<file path="config.mk">
export PLATFORM = sky130hd
export DESIGN_NAME = date_digit_editor_with_day_difference
export DESIGN_NICKNAME = d
export VERILOG_FILES = /design/src/rtl/core/dde_pkg.sv /design/src/rtl/core/date_digit_editor_with_day_difference.sv /design/src/rtl/core/dde_ctrl.sv /design/src/rtl/core/dde_dpath.sv
export SDC_FILE = /design/constraint.sdc
export NUM_CORES = 1
export LEC_CHECK = 0
export BUFFER_PORTS_ARGS = -buffer_cell sky130_fd_sc_hd__buf_4
export CORE_MARGIN = 2
export CORE_UTILIZATION = 65
export DETAILED_ROUTE_END_ITERATION = 8
export PLACE_DENSITY = 0.92
export SLEW_MARGIN = 20
export SYNTH_ARGS = -nofsm -noshare
export SYNTH_HDL_FRONTEND = slang
export SYNTH_SLANG_ARGS = --single-unit
</file>
<file path="constraint.sdc">
create_clock -name clk -period 19.5 [get_ports clk]
set_clock_uncertainty 0.2 [all_clocks]
set_input_delay 2.925 -clock clk [delete_from_list [all_inputs] [get_ports clk]]
set_output_delay 2.925 -clock clk [all_outputs]
set_load 0.02 [all_outputs]
</file>
<file path="src/rtl/core/dde_pkg.sv">
// ----------------------------------------------------------------------------
// dde_pkg: shared types, constants and date functions
// Stamp layout, controller commands, calendar tables and day-number arithmetic
// for the date digit editor.
// ----------------------------------------------------------------------------
package dde_pkg;

  // one stamp: digits y y m m d d h h m m, index 0 is the tens of year
  localparam int unsigned NumDigits = 10;
  typedef logic [3:0] digit_t;
  typedef digit_t [NumDigits-1:0] stamp_t;

  // two-digit value 0..99
  typedef logic [6:0] pair_t;
  // day number, 2000-2099 gives well under 2^20
  typedef logic [19:0] day_t;
  typedef logic [11:0] year_t;

  // reset stamp 21/01/01 00:00
  localparam stamp_t ResetStamp = '{4'd0, 4'd0, 4'd0, 4'd0, 4'd1,
                                    4'd0, 4'd1, 4'd0, 4'd1, 4'd2};

  localparam digit_t MaxDigit = 4'd9;
  localparam year_t  BaseYear = 12'd2000;

  // commands from controller to datapath
  typedef struct packed {
    logic load_in;   // capture the item
    logic edit;      // apply, check and commit the digit
    logic day_cur;   // day number of the current stamp
    logic day_tgt;   // day number of the target stamp
    logic result;    // form the difference and strobe the result
  } dde_cmd_t;

  // character position to digit slot
  typedef struct packed {
    logic       is_digit;
    logic [3:0] slot;
  } dde_slot_t;

  function automatic dde_slot_t slot_of_pos(input logic [3:0] pos);
    dde_slot_t s;
    s.is_digit = 1'b1;
    case (pos)
      4'd0:  s.slot = 4'd0;
      4'd1:  s.slot = 4'd1;
      4'd3:  s.slot = 4'd2;
      4'd4:  s.slot = 4'd3;
      4'd6:  s.slot = 4'd4;
      4'd7:  s.slot = 4'd5;
      4'd9:  s.slot = 4'd6;
      4'd10: s.slot = 4'd7;
      4'd12: s.slot = 4'd8;
      4'd13: s.slot = 4'd9;
      default: begin
        s.is_digit = 1'b0;
        s.slot     = 4'd0;
      end
    endcase
    return s;
  endfunction

  // tens and units to a value
  function automatic pair_t pair_value(input digit_t tens, input digit_t units);
    return pair_t'({3'd0, tens} * 7'd10) + pair_t'({3'd0, units});
  endfunction

  function automatic logic [4:0] month_len(input pair_t mo);
    logic [4:0] n;
    case (mo)
      7'd1, 7'd3, 7'd5, 7'd7, 7'd8, 7'd10, 7'd12: n = 5'd31;
      7'd4, 7'd6, 7'd9, 7'd11:                     n = 5'd30;
      7'd2:                                         n = 5'd28;
      default:                                      n = 5'd0;
    endcase
    return n;
  endfunction

  function automatic logic [8:0] days_before(input pair_t mo);
    logic [8:0] n;
    case (mo)
      7'd1:    n = 9'd0;
      7'd2:    n = 9'd31;
      7'd3:    n = 9'd59;
      7'd4:    n = 9'd90;
      7'd5:    n = 9'd120;
      7'd6:    n = 9'd151;
      7'd7:    n = 9'd181;
      7'd8:    n = 9'd212;
      7'd9:    n = 9'd243;
      7'd10:   n = 9'd273;
      7'd11:   n = 9'd304;
      7'd12:   n = 9'd334;
      default: n = 9'd0;
    endcase
    return n;
  endfunction

  function automatic logic stamp_valid(input stamp_t s);
    pair_t yy;
    pair_t mo;
    pair_t dd;
    pair_t hh;
    pair_t mi;
    logic [4:0] limit;
    logic ok;
    yy = pair_value(s[0], s[1]);
    mo = pair_value(s[2], s[3]);
    dd = pair_value(s[4], s[5]);
    hh = pair_value(s[6], s[7]);
    mi = pair_value(s[8], s[9]);
    limit = month_len(mo);
    // february 29 in years divisible by four
    if (mo == 7'd2 && yy[1:0] == 2'b00) limit = 5'd29;
    ok = (mo >= 7'd1) && (mo <= 7'd12) && (hh <= 7'd23) && (mi < 7'd60) &&
         (dd >= 7'd1) && (dd <= {2'b00, limit});
    return ok;
  endfunction

  // year*365 + day + days of earlier months + gregorian leap count, where the
  // leap year is one less in january and february (range 1999..2099)
  function automatic day_t day_number(input stamp_t s);
    pair_t yy;
    pair_t mo;
    pair_t dd;
    year_t year;
    year_t lyear;
    logic [9:0] leaps;
    day_t n;
    yy    = pair_value(s[0], s[1]);
    mo    = pair_value(s[2], s[3]);
    dd    = pair_value(s[4], s[5]);
    year  = BaseYear + year_t'(yy);
    lyear = (mo <= 7'd2) ? year - 12'd1 : year;
    // centuries 19 or 20, quad centuries 4 or 5 within this range
    if (lyear >= BaseYear) leaps = lyear[11:2] - 10'd20 + 10'd5;
    else                   leaps = lyear[11:2] - 10'd19 + 10'd4;
    n = day_t'(year * 20'd365) + day_t'(dd) + day_t'(days_before(mo)) + day_t'(leaps);
    return n;
  endfunction

endpackage

</file>
<file path="src/rtl/core/date_digit_editor_with_day_difference.sv">
// ----------------------------------------------------------------------------
// date_digit_editor_with_day_difference: digit editor for two date stamps
// The result strobe follows the item through edit, two day numbers through
// one shared day-number unit, the difference and the output register.
// A new item is taken only when idle; busy stays high from acceptance until
// the result register loads. The receiver cannot stall the result.
// Reset (synchronous, active low) returns both stamps to 21/01/01 00:00.
// ----------------------------------------------------------------------------
module date_digit_editor_with_day_difference (
  input  logic        clk,
  input  logic        rst_n,
  input  logic        start,
  output logic        busy,
  input  logic        in_which_stamp,
  input  logic [3:0]  in_position,
  input  logic [3:0]  in_digit_value,
  output logic        out_valid,
  output logic        out_accepted,
  output logic [15:0] out_days_until
);

  dde_pkg::dde_cmd_t cmd;

  // sequencing
  dde_ctrl u_ctrl (
    .clk   (clk),
    .rst_n (rst_n),
    .start (start),
    .busy  (busy),
    .cmd   (cmd)
  );

  // storage and arithmetic
  dde_dpath u_dpath (
    .clk            (clk),
    .rst_n          (rst_n),
    .cmd            (cmd),
    .in_which_stamp (in_which_stamp),
    .in_position    (in_position),
    .in_digit_value (in_digit_value),
    .out_valid      (out_valid),
    .out_accepted   (out_accepted),
    .out_days_until (out_days_until)
  );

endmodule

</file>
<file path="src/rtl/core/dde_ctrl.sv">
// ----------------------------------------------------------------------------
// dde_ctrl: sequencing controller
// Steps one item through edit, two day-number states and result.
// ----------------------------------------------------------------------------
module dde_ctrl (
  input  logic             clk,
  input  logic             rst_n,
  input  logic             start,
  output logic             busy,
  output dde_pkg::dde_cmd_t cmd
);

  localparam logic [2:0] S_IDLE    = 3'd0;
  localparam logic [2:0] S_EDIT    = 3'd1;
  localparam logic [2:0] S_DAY_CUR = 3'd2;
  localparam logic [2:0] S_DAY_TGT = 3'd3;
  localparam logic [2:0] S_RESULT  = 3'd4;

  logic [2:0] state_r;
  logic [2:0] state_nxt;

  // next state
  always_comb begin
    state_nxt = state_r;
    case (state_r)
      S_IDLE:    if (start) state_nxt = S_EDIT;
      S_EDIT:    state_nxt = S_DAY_CUR;
      S_DAY_CUR: state_nxt = S_DAY_TGT;
      S_DAY_TGT: state_nxt = S_RESULT;
      S_RESULT:  state_nxt = S_IDLE;
      default:   state_nxt = S_IDLE;
    endcase
  end

  always_ff @(posedge clk) begin
    if (!rst_n) state_r <= S_IDLE;
    else        state_r <= state_nxt;
  end

  // command decode
  assign busy        = (state_r != S_IDLE);
  assign cmd.load_in = (state_r == S_IDLE) && start;
  assign cmd.edit    = (state_r == S_EDIT);
  assign cmd.day_cur = (state_r == S_DAY_CUR);
  assign cmd.day_tgt = (state_r == S_DAY_TGT);
  assign cmd.result  = (state_r == S_RESULT);

endmodule

</file>
<file path="src/rtl/core/dde_dpath.sv">
// ----------------------------------------------------------------------------
// dde_dpath: stamp storage and date arithmetic
// Holds both stamps, applies and checks one digit edit, forms day numbers and
// the day difference.
// ----------------------------------------------------------------------------
module dde_dpath (
  input  logic              clk,
  input  logic              rst_n,
  input  dde_pkg::dde_cmd_t cmd,
  input  logic              in_which_stamp,
  input  logic [3:0]        in_position,
  input  logic [3:0]        in_digit_value,
  output logic              out_valid,
  output logic              out_accepted,
  output logic [15:0]       out_days_until
);

  dde_pkg::stamp_t cur_r;
  dde_pkg::stamp_t tgt_r;
  logic            which_r;
  logic [3:0]      pos_r;
  dde_pkg::digit_t dig_r;
  logic            ok_r;
  dde_pkg::day_t   day_a_r;
  dde_pkg::day_t   day_b_r;
  logic            out_valid_r;
  logic            out_accepted_r;
  logic [15:0]     out_days_r;

  dde_pkg::dde_slot_t slot;
  dde_pkg::stamp_t    cand;
  logic               digit_ok;
  logic               cand_ok;
  logic               commit;
  dde_pkg::day_t      day_sel;

  // candidate stamp with the new digit in place
  always_comb begin
    slot = dde_pkg::slot_of_pos(pos_r);
    for (int k = 0; k < dde_pkg::NumDigits; k++) begin
      cand[k] = which_r ? tgt_r[k] : cur_r[k];
      if (slot.is_digit && slot.slot == 4'(k)) cand[k] = dig_r;
    end
  end

  assign digit_ok = (dig_r <= dde_pkg::MaxDigit);
  assign cand_ok  = dde_pkg::stamp_valid(cand);
  assign commit   = cmd.edit && slot.is_digit && digit_ok && cand_ok;

  // one day-number unit shared between the two stamps
  assign day_sel = dde_pkg::day_number(cmd.day_tgt ? tgt_r : cur_r);

  // stamp storage
  always_ff @(posedge clk) begin
    if (!rst_n) begin
      cur_r <= dde_pkg::ResetStamp;
      tgt_r <= dde_pkg::ResetStamp;
    end else if (commit) begin
      if (which_r) tgt_r <= cand;
      else         cur_r <= cand;
    end
  end

  // item capture, edit verdict and day numbers
  always_ff @(posedge clk) begin
    if (cmd.load_in) begin
      which_r <= in_which_stamp;
      pos_r   <= in_position;
      dig_r   <= in_digit_value;
    end
    // separators and unused positions are always accepted
    if (cmd.edit)    ok_r    <= !slot.is_digit || (digit_ok && cand_ok);
    if (cmd.day_cur) day_a_r <= day_sel;
    if (cmd.day_tgt) day_b_r <= day_sel;
    if (cmd.result) begin
      out_accepted_r <= ok_r;
      out_days_r     <= 16'(day_b_r - day_a_r);
    end
  end

  // result strobe
  always_ff @(posedge clk) begin
    if (!rst_n) out_valid_r <= 1'b0;
    else        out_valid_r <= cmd.result;
  end

  assign out_valid      = out_valid_r;
  assign out_accepted   = out_accepted_r;
  assign out_days_until = out_days_r;

endmodule

</file>
==> summary.txt <==
Routing
  • TritonRoute pass-1 iters: 6
  • Via count: 9,278
  • Via-to-Cell Ratio: around 6.2
  • DR WL/cell: around 18 um
  • Number of DRC markers in iteration 0: about 850
  • Drc violations: 0
  • Post-route ant nets: 0
  • WL final: around 27,000 um

GRT
  • Global Route Usage Sum: 0.304
  • Number of global-route vias before repair: approximately 9,500
  • Maximum number of pins on one net before global-route repair: 109
  • Met1 usage: 0.378
  • GRT busiest layer: met2
  • Met2 usage: 0.518
  • Antenna violations before repair: 1
  • GRT overflow: 0
  • First-pass GRT wire length: 45,500 um
  • GR Util met3: 0.0563

Critical path
  • WP data arrival: ~9.9 ns
  • Crit path kind: register to register
  • Critical Path Fanout Max: 41
  • Crit end category: register
  • CP Data Required Time: about 20 ns
  • Crit path top cell by count: fa_1
  • CP max stage delay: between 0.6 and 0.7 ns
  • Crit start category: register
  • Worst path slowest cell: inv_2
  • Reg2reg path depth: 33

Logic synthesis
  • Post-synth top area share: 0.152
  • Mapped Avg Cell Area: approximately 9.3 sq um
  • Syn nets: approximately 1,500
  • Number of synthesized flops with an enable pin: 59
  • Seq/Total Area, Yosys: 0.290
  • Yosys reg bits: 139
  • Post-synth top cells: nand2_1, inv_1, ha_1
  • Top cells by area, synth: edfxtp_1, dfxtp_1, ha_1
  • YS warnings: 0
  • Post-synth cell types: between 70 and 80
  • Most common cell in the synthesized netlist: nand2_1
  • Yosys top cell by area: edfxtp_1
  • Mapped Area: between 10,000 and 15,000 sq um
  • Async set-reset flop share out of synthesis: 0
  • Dominant synthesized flop cell: dfxtp_1
  • Post-Syn Instances: around 1,300

Job
  • Max Cap Violations: 0

STA
  • Slew of the pin with the lowest slew margin: about 1.1 ns
  • Fmax: between 0.1 and 0.15 GHz
  • Fin Hold WS: about 0.22 ns
  • Final period util: 0.510
  • Tmin final: 9.95 ns
  • Final hold vios: 0
  • Setup TNS: 0 ns
  • Slew margin rel.: 0.240
  • Final setup violation count: 0
  • RSZ-0062 raised after global routing: no
  • Slew Viols, Final: 0

Die
  • Initial Util: 0.668
  • Die Wd: 138 um
  • I/O Pins: 31
  • Die ar.: 19,000 sq um
  • Die Span Y: 138 um
  • Row count: between 40 and 50
  • Area of the core: ~17,000 sq um

CTS
  • CTS tree: yes
  • Post-CTS Setup Bufs: 0
  • Skew-Pair Late Insertion Delay: ~0.43 ns
  • Clk pin slew, worst setup/hold paths: roughly 0.07 ns
  • Hold-fix buffer count after cts: 0
  • Max Root-Sink Buffers: 2
  • Clk sinks: ~140
  • Clock buffer count from CTS: 17
  • Post_cts resized: 0
  • CTS Root Buffer Type: clkbuf_16
  • H-tree depth: 4

Worst hold path
  • Hold/Removal Path Class: register to register
  • Worst Hold Depth: 0

Placed design
  • Port-buffer cells: 30
  • Gpl congestion: 0.925
  • Post-DP HPWL: 18,000 um

Power
  • Pwr Density: 87.9 nW/um^2
  • Leak Pwr: between 5 and 6 nW
  • Peak supply drop: ~0.000077 V

Final layout
  • Multi-input gate area: roughly 7500 sq um
  • Ant diodes: 0
  • Area delta synth->final: 8.03%
  • Util after Layout: 0.722
  • Layout cells sized above 1: 0.0784
  • # fillers: around 1,100
  • Register Area: approximately 3400 sq um
  • Fin nets: 1,462

Status
  • Outcome: complete, no violations
## cell type report
cell class,count,area share
Tap cell,225,0.0224
Clock inverter,11,0.00756
Timing Repair Buffer,37,0.0221
Clock buffer,21,0.0384
Sequential cell,139,0.268
Multi-Input combinational cell,921,0.597
Inverter,147,0.0439
## cells by family after synthesis
group,synth area share
xor+xnor,0.0507
fa+ha+maj,0.241
mux,0.111
flops,0.290
simple gates,0.151
compound gates,0.0893
buf+inv,0.0669
## registers in the layout, summed over array words and instances (netlist names)
register	cells
u_dpath.out_days_until	16
u_dpath.which_r	1
u_dpath.ok_r	1
u_dpath.out_accepted	1
u_dpath.tgt_r	38
u_dpath.day_a_r	16
u_dpath.cur_r	38
u_dpath.day_b_r	16
u_dpath.pos_r	4
u_dpath.out_valid	1
u_ctrl.state_r	3
u_dpath.dig_r	4
## report_power, final
group / internal, W / leakage, nW / switching (W) / total (W)
logic: 0.000172 / 4.28 / 0.000242 / 0.000414
registers: 0.000360 / 1.18 / 0.0000118 / 0.000372
clock network: 0.000181 / 0.274 / 0.000138 / 0.000319
## final timing paths
kind,endpoint,startpoint,slack [ns]
worst max-delay path,u_dpath.day_a_r[15]$_DFFE_PP_,u_ctrl.state_r[1]$_SDFFE_PN0P_,9.55
worst min-delay path,u_dpath.out_accepted$_DFFE_PP_,u_dpath.ok_r$_DFFE_PP_,0.22
worst max register to register,u_dpath.day_a_r[15]$_DFFE_PP_,u_ctrl.state_r[1]$_SDFFE_PN0P_,9.55
worst min register to register,u_dpath.out_accepted$_DFFE_PP_,u_dpath.ok_r$_DFFE_PP_,0.22
## cells in the final DEF (no fill, tap or decap), types with 13 or more instances in the layout
master	netlist	layout
a21oi_1	43	43
buf_4	6	37
clkbuf_16	0	19
dfxtp_1	80	80
edfxtp_1	59	59
fa_1	61	61
ha_1	126	126
inv_1	146	146
mux2i_1	110	110
nand2_1	216	216
nand3_1	17	17
nor2_1	51	50
nor3_1	26	26
o211ai_1	13	13
o21ai_0	37	37
xnor2_1	45	45
xor2_1	18	18
## per-layer routing
layer  share of wire  up-vias  routed length (um)
met4           0.035        0                 960
met2            0.48      472               13100
met5               0        -                   0
met3           0.075       96                2020
li1                -     4296                   -
met1            0.41     4414               11000
## worst max-delay path: cells and delay by family, from the launching register on
kind,cells,cell delay [ns]
and+or+nand+nor,10,1.87
DFF,1,0.47
adders and majority gates,9,3.52
xor gates and xnor gates,2,0.46
AOI/OAI and AO/OA,8,2.15
buffers and inverters,4,0.98
## per-stage QoR
step | total power, W | cells | setup slack, ns | area [sq um]
detailed placement | 0.000764 | 1469 | 9.95 | 12000
CTS | 0.00110 | 1501 | 9.73 | 12600
global route | 0.00116 | 1501 | 9.01 | 12600
global placement | 0.000740 | 1469 | 10.36 | 12000
finish | 0.00110 | 1501 | 9.55 | 12600
floorplan | 0.000686 | 1251 | 10.81 | 11600
Note: power is estimated with default switching activity, not from simulation.
